## config.mk

```make
export PLATFORM = sky130hd
export DESIGN_NAME = march_memory_bist_sequencer_core
export DESIGN_NICKNAME = d
export VERILOG_FILES = /design/src/rtl/mbsc_pkg.sv /design/src/rtl/march_memory_bist_sequencer_core.sv /design/src/rtl/mbsc_err_cnt.sv
export VERILOG_INCLUDE_DIRS = /design/src /design/src/rtl
export SDC_FILE = /design/constraint.sdc
export NUM_CORES = 1
export LEC_CHECK = 0
export BUFFER_PORTS_ARGS = -buffer_cell sky130_fd_sc_hd__buf_2
export CORE_MARGIN = 2
export CORE_UTILIZATION = 50
export DETAILED_ROUTE_END_ITERATION = 6
export PLACE_DENSITY = 0.66
export REMOVE_ABC_BUFFERS = 1
export SLEW_MARGIN = 20
export SYNTH_ARGS = -nofsm -noshare
export SYNTH_HDL_FRONTEND = slang
export SYNTH_HIERARCHICAL = 1
export SYNTH_SLANG_ARGS = --single-unit
```

## constraint.sdc

```tcl
create_clock -name clk -period 11.08 [get_ports clk]
set_input_delay 2.216 -clock clk [delete_from_list [all_inputs] [get_ports clk]]
set_output_delay 2.216 -clock clk [all_outputs]
set_load 0.01 [all_outputs]
```

## src/rtl/march_memory_bist_sequencer_core_assert.svh

```systemverilog
// ----------------------------------------------------------------------------
// March memory BIST sequencer assertion macros
// Clocked check helpers shared by the sequencer RTL; empty for synthesis.
// ----------------------------------------------------------------------------
`ifndef MARCH_MEMORY_BIST_SEQUENCER_CORE_ASSERT_SVH
`define MARCH_MEMORY_BIST_SEQUENCER_CORE_ASSERT_SVH
`ifndef SYNTHESIS
// property must hold at every clock edge outside reset
`define MBSC_ASSERT(lbl, prop, msg) \
	lbl: assert property (@(posedge clk) disable iff (!arst_n) prop) else $error(msg);
// condition must never be seen at a clock edge outside reset
`define MBSC_NEVER(lbl, cond, msg) \
	lbl: assert property (@(posedge clk) disable iff (!arst_n) !(cond)) else $error(msg);
`else
`define MBSC_ASSERT(lbl, prop, msg)
`define MBSC_NEVER(lbl, cond, msg)
`endif
`endif

```

## src/rtl/mbsc_pkg.sv

```systemverilog
// ----------------------------------------------------------------------------
// March memory BIST sequencer package
// Test numbers, access codes and the per-test element decoder.
// ----------------------------------------------------------------------------
package mbsc_pkg;

	localparam int NUM_TESTS          = 19;
	localparam int REPEAT_COUNT_DEF   = 5;
	localparam int NUM_BITS           = 8;

	localparam logic [1:0] OP_NONE  = 2'd0;
	localparam logic [1:0] OP_READ  = 2'd1;
	localparam logic [1:0] OP_WRITE = 2'd2;

	localparam logic [2:0] REG_BASE   = 3'd0;
	localparam logic [2:0] REG_LENGTH = 3'd1;
	localparam logic [2:0] REG_MASK   = 3'd2;
	localparam logic [2:0] REG_RANDOM = 3'd3;
	localparam logic [2:0] REG_WAIT   = 3'd4;

	localparam logic [3:0] RPT_TOTAL = 4'd8;

	localparam logic [4:0] T_RWRITE_A = 5'd0;
	localparam logic [4:0] T_RWRITE_B = 5'd1;
	localparam logic [4:0] T_RREAD_A  = 5'd2;
	localparam logic [4:0] T_RREAD_B  = 5'd3;
	localparam logic [4:0] T_CHECK    = 5'd4;
	localparam logic [4:0] T_CHECK_N  = 5'd5;
	localparam logic [4:0] T_WALK1    = 5'd6;
	localparam logic [4:0] T_WALK0    = 5'd7;
	localparam logic [4:0] T_MARCH_C  = 5'd8;
	localparam logic [4:0] T_MOVI_A   = 5'd9;
	localparam logic [4:0] T_MOVI_B   = 5'd10;
	localparam logic [4:0] T_MOVI_C   = 5'd11;
	localparam logic [4:0] T_MARCH_SS = 5'd12;
	localparam logic [4:0] T_MARCH_LA = 5'd13;
	localparam logic [4:0] T_RDEST_A  = 5'd14;
	localparam logic [4:0] T_RDEST_B  = 5'd15;
	localparam logic [4:0] T_AUNIQ_A  = 5'd16;
	localparam logic [4:0] T_AUNIQ_B  = 5'd17;
	localparam logic [4:0] T_RETAIN   = 5'd18;
	localparam logic [4:0] T_END      = 5'd19;

	// one march element: reads first, then writes, on one cell
	typedef struct packed {
		logic       ok;
		logic [7:0] nr;
		logic [7:0] nw;
		logic [7:0] rv;
		logic [7:0] wv;
		logic       wt;
		logic       stop;
	} elem_t;

	// decode test t, phase p at cell idx into its element
	function automatic elem_t describe(input logic [4:0] t, input logic [2:0] p,
			input logic [15:0] idx, input logic [2:0] walk, input logic [7:0] rnd,
			input logic [7:0] rep);
		elem_t      e;
		logic [7:0] v;
		logic [7:0] wb;
		e  = '0;
		v  = 8'h00;
		wb = 8'd1 << walk;
		unique case (t)
			T_RWRITE_A, T_RWRITE_B: begin
				e.ok = (p < 3'd2);
				if (p == 3'd0) begin
					e.nw = rep; e.wv = 8'h55;
				end else begin
					e.nr = 8'd1; e.rv = 8'h55;
				end
			end
			T_RREAD_A, T_RREAD_B: begin
				e.ok = (p < 3'd2);
				if (p == 3'd0) begin
					e.nw = 8'd1; e.wv = 8'h55;
				end else begin
					e.nr = rep; e.rv = 8'h55;
				end
			end
			T_CHECK, T_CHECK_N, T_WALK1, T_WALK0, T_AUNIQ_A, T_AUNIQ_B: begin
				if (t == T_CHECK || t == T_CHECK_N)
					v = ((idx[0] == 1'b0) == (t == T_CHECK)) ? 8'h55 : 8'hAA;
				else if (t == T_WALK1)
					v = wb;
				else if (t == T_WALK0)
					v = ~wb;
				else
					v = idx[7:0] ^ ((t == T_AUNIQ_A) ? 8'h55 : 8'hAA);
				e.ok = (p < 3'd2);
				if (p == 3'd0) begin
					e.nw = 8'd1; e.wv = v;
				end else begin
					e.nr = 8'd1; e.rv = v;
				end
			end
			T_MARCH_C, T_MARCH_LA: begin
				e.ok = (p < 3'd4);
				unique case (p)
					3'd0: begin e.nw = 8'd1; e.wv = 8'h00; end
					3'd1: begin e.nr = 8'd1; e.rv = 8'h00; e.nw = 8'd1; e.wv = 8'hFF; end
					3'd2: begin e.nr = 8'd1; e.rv = 8'hFF; e.nw = 8'd1; e.wv = 8'h00; end
					3'd3: begin e.nr = 8'd1; e.rv = 8'h00; end
					default: ;
				endcase
			end
			T_MOVI_A, T_MOVI_B, T_MOVI_C: begin
				v = (t == T_MOVI_A) ? 8'h00 : (t == T_MOVI_B) ? 8'h55 : rnd;
				e.ok = (p < 3'd4);
				unique case (p)
					3'd0: begin e.nw = 8'd1; e.wv = v; end
					3'd1: begin e.nr = 8'd1; e.rv = v; e.nw = 8'd1; e.wv = ~v; end
					3'd2: begin e.nr = 8'd1; e.rv = ~v; e.nw = 8'd1; e.wv = v; end
					3'd3: begin e.nr = 8'd1; e.rv = v; end
					default: ;
				endcase
			end
			T_MARCH_SS: begin
				e.ok = (p < 3'd6);
				unique case (p)
					3'd0: begin e.nw = 8'd1; e.wv = 8'h00; end
					3'd1, 3'd3: begin e.nr = 8'd1; e.rv = 8'h00; e.nw = 8'd1; e.wv = 8'hFF; end
					3'd2, 3'd4: begin e.nr = 8'd1; e.rv = 8'hFF; e.nw = 8'd1; e.wv = 8'h00; end
					3'd5: begin e.nr = 8'd1; e.rv = 8'h00; end
					default: ;
				endcase
			end
			T_RDEST_A, T_RDEST_B: begin
				v = (t == T_RDEST_A) ? 8'hAA : 8'h55;
				e.ok = (p < 3'd2);
				if (p == 3'd0) begin
					e.nw = 8'd1; e.wv = v;
				end else begin
					e.nr = rep; e.rv = v; e.stop = 1'b1;
				end
			end
			T_RETAIN: begin
				e.ok = (p < 3'd3);
				if (p == 3'd0) begin
					e.nw = 8'd1; e.wv = 8'hFF;
				end else if (p == 3'd1) begin
					e.wt = 1'b1;
				end else begin
					e.nr = 8'd1; e.rv = 8'hFF;
				end
			end
			default: ;
		endcase
		return e;
	endfunction

endpackage

```

## src/rtl/march_memory_bist_sequencer_core.sv

```systemverilog
// ----------------------------------------------------------------------------
// March memory BIST sequencer core
// Runs a nineteen-test memory self-test suite, at most one memory access per word.
// ----------------------------------------------------------------------------
// Each input word is one access slot: it carries the byte read in the previous
// slot and gets back the next access. A new word is accepted every clock while
// the output is not stalled; no word is accepted while the step engine crosses a
// pass or test boundary or skips a disabled test, as it moves one element at a
// time. The end of the suite returns nine report words, one per clock while
// m_tready is high, the last flagged by m_tlast.
`include "march_memory_bist_sequencer_core_assert.svh"
module march_memory_bist_sequencer_core
	import mbsc_pkg::*;
#(
	parameter int REPEAT_COUNT = REPEAT_COUNT_DEF
) (
	input  logic        clk,
	input  logic        arst_n,
	input  logic        psel,
	input  logic        penable,
	input  logic        pwrite,
	input  logic [4:0]  paddr,
	input  logic [31:0] pwdata,
	output logic [31:0] prdata,
	output logic        pready,
	input  logic        s_tvalid,
	output logic        s_tready,
	input  logic [7:0]  s_tdata,   // [7:0] read_data
	input  logic [0:0]  s_tuser,   // [0] mode
	output logic        m_tvalid,
	input  logic        m_tready,
	// [1:0] mem_op, [17:2] mem_address, [25:18] write_data, [26] busy_res,
	// [30:27] report_index, [62:31] report_count, [63] zero
	output logic [63:0] m_tdata,
	output logic [0:0]  m_tuser,   // [0] report_valid
	output logic        m_tlast
);

	localparam logic [7:0] REP = 8'(REPEAT_COUNT);

	// configuration registers
	logic [15:0] base_q, len_q;
	logic [18:0] mask_q;
	logic [7:0]  rnd_q;
	logic [31:0] wait_q;

	// input stage
	logic       in_valid_s1, first_s1, mode_s1;
	logic [7:0] rd_s1;

	// sequencer state
	logic [4:0]  test_q;
	logic [2:0]  phase_q;
	logic [15:0] offs_q;
	logic [31:0] inner_q;
	logic [2:0]  walk_q;
	logic [7:0]  exp_q;
	logic        pend_q, run_q;

	// output register
	logic        m_valid_q, rep_active_q, busy_q;
	logic [3:0]  rep_idx_q;
	logic [1:0]  op_q;
	logic [15:0] addr_q;
	logic [7:0]  wd_q;

	logic        cfg_wr, out_take, rep_more, out_free, go;
	logic        emit, finish, start, fail, cmp_en, stop_fail, cnt_clear;
	logic [7:0]  diff;
	logic [31:0] rpt_count;
	logic [15:0] off_e, idx;
	logic [31:0] inn_e;
	logic        down;
	elem_t       el;
	logic [8:0]  total;
	logic [4:0]  n_test;
	logic [2:0]  n_phase, n_walk;
	logic [15:0] n_offs;
	logic [31:0] n_inner;
	logic [7:0]  n_exp;
	logic        n_pend, n_run;
	logic [1:0]  r_op;
	logic [15:0] r_addr;
	logic [7:0]  r_wd;
	logic        r_busy;

	// configuration port
	assign pready = 1'b1;
	assign cfg_wr = psel & penable & pwrite;

	always_ff @(posedge clk or negedge arst_n) begin
		if (!arst_n) begin
			base_q <= 16'd0;
			len_q  <= 16'd16384;
			mask_q <= 19'h7FFFF;
			rnd_q  <= 8'd165;
			wait_q <= 32'd5000;
		end else if (cfg_wr) begin
			unique case (paddr[4:2])
				REG_BASE:   base_q <= pwdata[15:0];
				REG_LENGTH: len_q  <= pwdata[15:0];
				REG_MASK:   mask_q <= pwdata[18:0];
				REG_RANDOM: rnd_q  <= pwdata[7:0];
				REG_WAIT:   wait_q <= pwdata;
				default: ;
			endcase
		end
	end

	always_comb begin
		unique case (paddr[4:2])
			REG_BASE:   prdata = {16'd0, base_q};
			REG_LENGTH: prdata = {16'd0, len_q};
			REG_MASK:   prdata = {13'd0, mask_q};
			REG_RANDOM: prdata = {24'd0, rnd_q};
			REG_WAIT:   prdata = wait_q;
			default:    prdata = 32'd0;
		endcase
	end

	// output side flow control
	assign out_take = m_valid_q & m_tready;
	assign rep_more = rep_active_q & (rep_idx_q != RPT_TOTAL);
	assign out_free = !m_valid_q | (out_take & !rep_more);
	assign go       = in_valid_s1 & out_free;
	assign s_tready = !in_valid_s1 | (go & emit);

	// compare the read returned for the previous slot
	assign cmp_en    = go & first_s1 & mode_s1 & run_q & pend_q;
	assign diff      = rd_s1 ^ exp_q;
	assign fail      = cmp_en & (diff != 8'd0);
	assign stop_fail = fail & (test_q == T_RDEST_A || test_q == T_RDEST_B) & (phase_q == 3'd1);

	// a failing read-destructive compare moves to the next cell
	always_comb begin
		inn_e = inner_q;
		off_e = offs_q;
		if (stop_fail && inner_q != 32'd0) begin
			inn_e = 32'd0;
			off_e = offs_q + 16'd1;
		end
	end

	assign down = (test_q == T_MARCH_C || test_q == T_MARCH_SS || test_q == T_MARCH_LA) &&
		(phase_q == 3'd2 || phase_q == 3'd3);
	assign idx   = (down && off_e < len_q) ? (len_q - 16'd1 - off_e) : off_e;
	assign el    = describe(test_q, phase_q, idx, walk_q, rnd_q, REP);
	assign total = {1'b0, el.nr} + {1'b0, el.nw};

	// one step of the sequencer: start, issue an access, wait, end a pass, skip a test or finish
	always_comb begin
		n_test  = test_q;
		n_phase = phase_q;
		n_offs  = off_e;
		n_inner = inn_e;
		n_walk  = walk_q;
		n_exp   = exp_q;
		n_pend  = pend_q & !cmp_en;
		n_run   = run_q;
		emit    = 1'b0;
		finish  = 1'b0;
		start   = 1'b0;
		r_op    = OP_NONE;
		r_addr  = 16'd0;
		r_wd    = 8'd0;
		r_busy  = 1'b0;
		if (!mode_s1) begin
			start   = 1'b1;
			emit    = 1'b1;
			r_busy  = 1'b1;
			n_test  = 5'd0;
			n_phase = 3'd0;
			n_offs  = 16'd0;
			n_inner = 32'd0;
			n_walk  = 3'd0;
			n_exp   = 8'd0;
			n_pend  = 1'b0;
			n_run   = 1'b1;
		end else if (!run_q) begin
			emit = 1'b1;
		end else if (test_q >= T_END) begin
			emit   = 1'b1;
			finish = 1'b1;
			n_run  = 1'b0;
		end else if (!mask_q[test_q] || !el.ok) begin
			n_test  = test_q + 5'd1;
			n_phase = 3'd0;
			n_offs  = 16'd0;
			n_inner = 32'd0;
			n_walk  = 3'd0;
		end else if ((el.wt && inn_e >= wait_q) || (!el.wt && off_e >= len_q)) begin
			// end of pass; walking tests repeat per bit
			n_inner = 32'd0;
			n_offs  = 16'd0;
			if ((test_q == T_WALK1 || test_q == T_WALK0) && phase_q == 3'd1 &&
					walk_q != 3'd7) begin
				n_walk  = walk_q + 3'd1;
				n_phase = 3'd0;
			end else begin
				n_phase = phase_q + 3'd1;
			end
		end else if (el.wt) begin
			emit    = 1'b1;
			r_busy  = 1'b1;
			n_inner = inn_e + 32'd1;
		end else begin
			emit   = 1'b1;
			r_busy = 1'b1;
			r_addr = base_q + idx;
			if (inn_e < {24'd0, el.nr}) begin
				r_op   = OP_READ;
				n_exp  = el.rv;
				n_pend = el.stop | (inn_e == {24'd0, el.nr} - 32'd1);
			end else begin
				r_op = OP_WRITE;
				r_wd = el.wv;
			end
			if (inn_e + 32'd1 == {23'd0, total}) begin
				n_inner = 32'd0;
				n_offs  = off_e + 16'd1;
			end else begin
				n_inner = inn_e + 32'd1;
			end
		end
	end

	assign cnt_clear = go & start;

	mbsc_err_cnt u_err_cnt (
		.clk      (clk),
		.arst_n   (arst_n),
		.clear    (cnt_clear),
		.fail     (fail),
		.diff     (diff),
		.rd_idx   (rep_idx_q),
		.rd_count (rpt_count)
	);

	// hold the accepted slot word until its step emits
	always_ff @(posedge clk or negedge arst_n) begin
		if (!arst_n) begin
			in_valid_s1 <= 1'b0;
			first_s1    <= 1'b0;
		end else if (s_tvalid && s_tready) begin
			in_valid_s1 <= 1'b1;
			first_s1    <= 1'b1;
		end else if (go) begin
			in_valid_s1 <= !emit;
			first_s1    <= 1'b0;
		end
	end

	always_ff @(posedge clk) begin
		if (s_tvalid && s_tready) begin
			mode_s1 <= s_tuser[0];
			rd_s1   <= s_tdata;
		end
	end

	// advance sequencer state
	always_ff @(posedge clk or negedge arst_n) begin
		if (!arst_n) begin
			test_q  <= '0;
			phase_q <= '0;
			offs_q  <= '0;
			inner_q <= '0;
			walk_q  <= '0;
			exp_q   <= '0;
			pend_q  <= 1'b0;
			run_q   <= 1'b0;
		end else if (go) begin
			test_q  <= n_test;
			phase_q <= n_phase;
			offs_q  <= n_offs;
			inner_q <= n_inner;
			walk_q  <= n_walk;
			exp_q   <= n_exp;
			pend_q  <= n_pend;
			run_q   <= n_run;
		end
	end

	// output register and report word walk
	always_ff @(posedge clk or negedge arst_n) begin
		if (!arst_n) begin
			m_valid_q    <= 1'b0;
			rep_active_q <= 1'b0;
			rep_idx_q    <= '0;
		end else if (go && emit) begin
			m_valid_q    <= 1'b1;
			rep_active_q <= finish;
			rep_idx_q    <= '0;
		end else if (out_take && rep_more) begin
			rep_idx_q <= rep_idx_q + 4'd1;
		end else if (out_take) begin
			m_valid_q    <= 1'b0;
			rep_active_q <= 1'b0;
		end
	end

	always_ff @(posedge clk) begin
		if (go && emit) begin
			op_q   <= r_op;
			addr_q <= r_addr;
			wd_q   <= r_wd;
			busy_q <= r_busy;
		end
	end

	assign m_tvalid = m_valid_q;
	assign m_tuser  = rep_active_q;
	assign m_tlast  = rep_active_q & (rep_idx_q == RPT_TOTAL);
	assign m_tdata  = rep_active_q ?
		{1'b0, rpt_count, rep_idx_q, 1'b0, 8'd0, 16'd0, OP_NONE} :
		{1'b0, 32'd0, 4'd0, busy_q, wd_q, addr_q, op_q};

	`MBSC_ASSERT(a_start_runs, (go && mode_s1 == 1'b0) |=> run_q, "start did not begin suite")
	`MBSC_ASSERT(a_report_idle, (m_valid_q && rep_active_q) |-> !busy_q || !run_q, "report while running")
	`MBSC_NEVER(a_rep_range, rep_idx_q > RPT_TOTAL, "report index past total")
	`MBSC_NEVER(a_test_range, test_q > T_END, "test index past suite end")

endmodule

```

## src/rtl/mbsc_err_cnt.sv

```systemverilog
// ----------------------------------------------------------------------------
// Error counters
// Saturating per-bit and total miscompare counters with a report read port.
// ----------------------------------------------------------------------------
module mbsc_err_cnt
	import mbsc_pkg::*;
(
	input  logic        clk,
	input  logic        arst_n,
	input  logic        clear,
	input  logic        fail,
	input  logic [7:0]  diff,
	input  logic [3:0]  rd_idx,
	output logic [31:0] rd_count
);

	logic [31:0] bit_cnt_q [NUM_BITS];
	logic [31:0] total_q;

	// count each failing compare and each differing bit, saturating
	always_ff @(posedge clk or negedge arst_n) begin
		if (!arst_n) begin
			total_q <= '0;
			for (int b = 0; b < NUM_BITS; b++)
				bit_cnt_q[b] <= '0;
		end else if (clear) begin
			total_q <= '0;
			for (int b = 0; b < NUM_BITS; b++)
				bit_cnt_q[b] <= '0;
		end else if (fail) begin
			if (total_q != 32'hFFFF_FFFF)
				total_q <= total_q + 32'd1;
			for (int b = 0; b < NUM_BITS; b++)
				if (diff[b] && bit_cnt_q[b] != 32'hFFFF_FFFF)
					bit_cnt_q[b] <= bit_cnt_q[b] + 32'd1;
		end
	end

	// select the word being reported
	always_comb begin
		if (rd_idx == RPT_TOTAL)
			rd_count = total_q;
		else
			rd_count = bit_cnt_q[rd_idx[2:0]];
	end

endmodule
```

==> results of run 1 <==
## power breakdown
part	switching [mW]	internal, mW
logic	0.989	0.452
registers	0.115	1.98
clock network	0.828	1.19
total	1.93	3.62
## synthesized netlist by cell type, drive strengths merged, types with 37 or more instances
cell      n
xor2     51
nand4   122
mux2i    93
inv     146
o21ai   325
nor2b    80
or4      76
xnor2    80
nor4     80
nand3   162
o31ai    75
and4     37
and3     51
mux4     58
and2    102
ha      112
or3     135
mux2     83
nor2    265
nand2   352
a211oi   48
clkbuf  167
buf      46
dfrtp   427
a21oi   283
nor3     64
## final cells by class
class | count | area, um2
sequential | 492 | 12540
clock inverter | 32 | 302.8
timing repair buffer | 190 | 1101
fill | 6172 | 29820
multi-input combinational | 3047 | 20410
tap | 873 | 1092
inverter | 146 | 548.0
clock buffer | 79 | 1703
## kinds of logic (layout without fill, tap and decap cells)
family	count (synthesis)	count (layout)
compound gates	942	942
other cells	2	2
xor+xnor	131	131
simple gates	1624	1624
buf+inv	359	447
mux	234	234
flops	492	492
fa+ha+maj	114	114
## path summary, 6_finish.rpt
kind / to / start / depth (start not counted) / slack [ns]
worst max register to register: addr_q[14]$_SDFFCE_PP0P_ / test_q[1]$_DFFE_PN0P_ / 28 / 1.80
min in group asynchronous: u_err_cnt/bit_cnt_q[190]$_DFFE_PN0P_ / arst_n / 1 / 1.52
worst max-delay path: s_tready / m_tready / 18 / 1.54
max in group asynchronous: wait_q[21]$_DFFE_PN0P_ / arst_n / 3 / 7.45
worst min register to register: exp_q[4]$_DFFE_PN0P_ / exp_q[4]$_DFFE_PN0P_ / 2 / 0.51
worst min-delay path: exp_q[4]$_DFFE_PN0P_ / exp_q[4]$_DFFE_PN0P_ / 2 / 0.51
## sequential cells by signal (all words and copies together) (netlist names), 2 cells and up
signal and count:
phase_q 3, test_q 5, wd_q 8, mask_q 19, walk_q 3, exp_q 8
addr_q 16, len_q 16, op_q 2, inner_q 32, rnd_q 8, base_q 16
u_err_cnt/total_q 32, rd_s1 8, u_err_cnt/bit_cnt_q 256, rep_idx_q 4, wait_q 32, offs_q 16
## per-layer routing
metal | global-route usage | vias to the layer above
li1 | - | 14530
met1 | 0.3911 | 15050
met2 | 0.4837 | 1095
met3 | 0.02893 | 209
met4 | 0.1134 | 0
met5 | 0 | -
## through the flow
step                      total power, mW  hold slack [ns]  setup slack, ns    util
after CTS                           5.559           0.5178            1.704  0.5582
after global placement              3.517           0.4955            1.393  0.5285
after detailed placement            3.535           0.5039            1.289  0.5285
after global routing                5.792           0.5343            1.127  0.5583
final                               5.550           0.5130            1.538  0.5583
after floorplan                     3.030           0.4727           -4.291       -
## tightest hold or removal path: cells and delay by family (launching register included)
kind,cells,cell delay [ns]
AOI/OAI and AO/OA,2,0.12
DFF,1,0.36
==> impl_metrics.yaml, run 1 <==
clock_network:
  ctsRootBufferMaster: "clkbuf_16"
  cts_tree: "built"
  clkLatencyLatePin_ns: 0.64
  clkSinkCount: 492
  cts_resized: 0
  clkTransAtPathRegs_ns: 0.06
  cts_max_path_buffers: 3
  numCtsBuffers: 59
  cts_setup_buffers: 0
  hold_buffers: 0
  h-tree-depth: 2
status:
  status: "completed"
setup_path:
  cp_max_fo: 14
  critical_path.cell_chain: "buf_2 -> nor2b_1 -> o31ai_4 -> a2111o_1 -> nor2_1 -> nand4_1 -> xor2_1 -> inv_1 -> ha_1 -> nand4_1 -> nor2_1 -> o211ai_1 -> o221ai_1 -> a311o_1 -> a21o_1 -> a31oi_4 -> nand2b_1 -> buf_2"
  cp.arrival_ns: 7.33
  crit_slowest_cell: "a21o_1"
  max_stage_delay_ns: 0.60
  cp-end-kind: "output pin"
  cp.required_ns: 8.86
  worstSetupPathType: "primary input to output pin"
  crit_buf_inv: 3
  critical-path-top-delay-family: "compound AO/OA/AOI/OAI gates"
  worstSetupStartpointType: "primary input"
global_route:
  first_global_vias: 28660
  antenna_found_initial: 0
  overflow: 0
  grt_max_degree: 205
  grt_pass1_wl_um: 163200
  grtUsageTotal: 0.2904
place:
  place_area_um2: 35680
  portBuffers: 149
  dp_hpwl_um: 74460
  dp_cells: 4748
  place.gp.congestion: 0.9501
final_layout:
  diodes: 0
  final_cells: 4859
  final_nets: 4103
  design_area_um2: 37690
  drive_gt1_frac: 0.1365
  layout_common_cells: "dfrtp_1, nand2_1, o21ai_0, a21oi_1, nor2_1"
  syn2layout_area_growth_pct: 10.04
  layout_commonest_cell: "dfrtp_1"
routing:
  wirelength_um: 104200
  wl_met2_um: 49850
  wl_per_cell_um: 21.45
  drt_iter0_markers: 3346
  ant_nets: 0
  vias_per_cell: 6.356
  dr.pass1.iters: 7
  top_layer: "met4"
  met3_length_um: 6180
  vias: 30880
  wl_met1_um: 43940
  drc: 0
timing:
  setup_violations: 0
  slew_headroom: 0.2743
  fin_setup_tns_ns: 0
  clock_skew_ns: 0.02118
  fin_crit_ns: 9.542
  worstMarginPinSlew_ns: 1.089
  fin_crit_sh: 0.8612
  finalHoldViolCount: 0
  fmax_mhz: 104.8
  slew_violations: 0
  rsz0062_at_grt: "no"
yosys:
  async_reset_ff_frac: 0.9268
  syn-cell-area_um2: 34250
  synthSimpleGateAreaFrac: 0.2566
  yosys.area.top_type: "dfrtp_1"
  ys_seq_area_frac: 0.3657
  synthFlopType: "dfrtp_1"
  yosys-mux-area-fraction: 0.09260
  synth_cell_types: 100
  synth_xor_area_frac: 0.03350
  avgSynthCellArea_um2: 8.788
  synth-edff-count: 36
  ys_top_cells_by_area: "dfrtp_1, o21ai_0, a21oi_1, ha_1, nand2_1"
  synth_compound_area_frac: 0.1678
  syn_inst: 3898
  synth_fa_ha_area_frac: 0.04208
  synth_top_family_by_area: "simple AND/OR/NAND/NOR gates"
  ys_warn_count: 6
  synth_top_area_frac: 0.3119
  ys_ff_latch: 492
floorplanning:
  rows: 95
  core_area_um2: 67510
  fp.dieW_um: 265.7
  dieArea_um2: 70620
  start_util: 0.5074
  die_y_um: 265.7
  ioPinCount: 154
worst_hold_path:
  hp-class: "flip-flop to flip-flop"
pwr:
  powerDensity_nw_per_um2: 147.3
  p_leak_nw: 15.01
  peakVddDrop_mv: 0.1330
run:
  cap_violations: 0
Note: power is estimated with default switching activity, not from simulation.
==> run 2, diff against run 1 <==
--- a/config.mk
+++ b/config.mk
@@ -7,12 +7,12 @@
 export NUM_CORES = 1
 export LEC_CHECK = 0
 export BUFFER_PORTS_ARGS = -buffer_cell sky130_fd_sc_hd__buf_2
+export CORE_ASPECT_RATIO = 0.5
 export CORE_MARGIN = 2
 export CORE_UTILIZATION = 50
 export DETAILED_ROUTE_END_ITERATION = 6
 export PLACE_DENSITY = 0.66
 export REMOVE_ABC_BUFFERS = 1
-export SLEW_MARGIN = 20
 export SYNTH_ARGS = -nofsm -noshare
 export SYNTH_HDL_FRONTEND = slang
 export SYNTH_HIERARCHICAL = 1
==> impl_metrics.yaml, run 2 (same netlist as run 1, synthesis figures left out) <==
final_layout:
  regMostFlops: "u_err_cnt/bit_cnt_q"
  syn2layout_area_growth_pct: 9.311
  final_cells: 4864
  drive_gt1_frac: 0.1336
  layout_commonest_cell: "dfrtp_1"
  diodes: 0
  largest_reg_flops: 256
  layout_common_cells: "dfrtp_1, nand2_1, o21ai_0, a21oi_1, nor2_1"
  n_fill_cell: 6169
  multiInputGateArea_um2: 20400
  final_nets: 4093
  seqCellArea_um2: 12540
place:
  portBuffers: 149
  dp_cells: 4772
  place.gp.congestion: 0.9667
  dp_hpwl_um: 77840
status:
  failed_checks: "DRC"
  status: "finished with violations"
setup_path:
  worstSetupStartpointType: "primary input"
  r2r_end: "addr_q[15]$_SDFFCE_PP0P_"
  cp_max_fo: 7
  max_stage_delay_ns: 0.49
  cp.required_ns: 8.86
  r2r_setup_slack_ns: 2.11
  worstSetupPathType: "primary input to output pin"
  reg2reg_depth: 28
  cp.arrival_ns: 6.98
  critical_path.cell_chain: "buf_2 -> nor2b_1 -> o31ai_4 -> a2111o_1 -> nand4bb_1 -> nor2_2 -> xnor2_1 -> inv_1 -> ha_1 -> a211oi_1 -> o21ai_0 -> a211oi_1 -> o221ai_1 -> a311o_1 -> a21o_1 -> a31oi_4 -> nand2b_1 -> buf_2"
  crit_slowest_cell: "nand4bb_1"
  reg2reg_from: "test_q[0]$_DFFE_PN0P_"
  cp-end-kind: "output pin"
  cp-startpoint: "m_tready"
pwr:
  peakVddDrop_mv: 0.1058
  powerDensity_nw_per_um2: 144.3
  power.total_mw: 5.403
  p_leak_nw: 14.88
timing:
  clock_skew_ns: 0.01453
  finalHoldViolCount: 0
  worstMarginPinSlew_ns: 1.324
  setup_violations: 0
  fin_crit_ns: 9.199
  fin_crit_sh: 0.8303
  slew_violations: 0
  rsz0062_at_grt: "no"
  slew_headroom: 0.1165
  fmax_mhz: 108.7
clock_network:
  clkLatencyLatePin_ns: 0.62
  ctsRootBufferMaster: "clkbuf_16"
  cts_setup_buffers: 0
  h-tree-depth: 2
  numCtsBuffers: 49
  cts_tree: "built"
  hold_buffers: 0
  clkTransAtPathRegs_ns: 0.07
  cts_max_path_buffers: 3
  cts_resized: 0
  clkSinkCount: 492
global_route:
  antenna_found_initial: 1
  grt_max_degree: 169
  overflow: 0
  grt_pass1_wl_um: 170100
  grtUsageTotal: 0.3010
  first_global_vias: 29570
floorplanning:
  fp.dieW_um: 374.2
  rows: 67
  die_y_um: 189.1
  ioPinCount: 154
  core_area_um2: 67400
  dieArea_um2: 70750
  start_util: 0.5082
routing:
  vias: 31480
  drc: 6
  wirelength_um: 108400
  dr.pass1.iters: 7
  wl_per_cell_um: 22.29
  ant_nets: 0
  drt_iter0_markers: 3589
  vias_per_cell: 6.471
worst_hold_path:
  worstHoldEndpoint: "pend_q$_DFFE_PN0N_"
  hold_depth: 2
  hp-class: "flip-flop to flip-flop"
  worstHoldStart: "pend_q$_DFFE_PN0N_"
run:
  cap_violations: 0
-- run 2: changes by cell type in the layout (fill, tap and decap cells not counted), moves of 2 or more --
cell / change
bufinv_16: +3
clkbuf_8: -7
clkinv_1: -8
clkbuf_16: -9
clkinvlp_4: -2
inv_6: +2
clkbuf_1: +2
-- run 2: layer usage --
layer	global-route usage	part of all wire
met1	0.4205	0.44
met2	0.4757	0.46
met3	0.04142	0.064
met4	0.1185	0.041
met5	0	0.00013
-- run 2: worst max-delay path by stage --
stage | to | slack (ns) | cells after the start
finish | s_tready | 1.88 | 18
global route | addr_q[14]$_SDFFCE_PP0P_ | 1.37 | 30
CTS | s_tready | 1.99 | 18
detailed placement | addr_q[14]$_SDFFCE_PP0P_ | 1.64 | 29
global placement | addr_q[15]$_SDFFCE_PP0P_ | 1.74 | 26
floorplan | exp_q[1]$_DFFE_PN0P_ | -4.29 | 6
-- run 2: stage by stage --
stage / hold slack, ns / util / TNS [ns] / setup WS, ns / instance area, um2
after CTS: 0.5190 / 0.5555 / 0 / 1.986 / 37440
final: 0.5117 / 0.5555 / 0 / 1.881 / 37440
after global routing: 0.5371 / 0.5555 / 0 / 1.372 / 37440
after global placement: 0.4959 / 0.5297 / 0 / 1.742 / 35700
after detailed placement: 0.5042 / 0.5297 / 0 / 1.644 / 35700
after floorplan: 0.4727 / - / -776.01 / -4.291 / 33380
-- run 2: critical path: cells and delay by family --
family,cells,cell delay (ns)
AOI/OAI and AO/OA,9,2.49
and+or+nand+nor,4,1.26
adders and majority gates,1,0.38
buffers and inverters,3,0.34
xor gates and xnor gates,1,0.29
-- run 2: cell type report --
| class | instances | area share |
|---|---|---|
| multi-input cells | 3047 | 0.5449 |
| flip-flops and latches | 492 | 0.3349 |
| clock buffers | 65 | 0.03709 |
| well taps | 897 | 0.02997 |
| repair buffers | 190 | 0.02907 |
| inverters | 146 | 0.01464 |
| clock inverters | 27 | 0.009490 |
-- run 2: power by group --
group	internal, mW	total (mW)	switching, mW
clock network	1.07	1.87	0.796
registers	1.98	2.09	0.109
logic	0.455	1.45	0.992
total	3.51	5.40	1.90
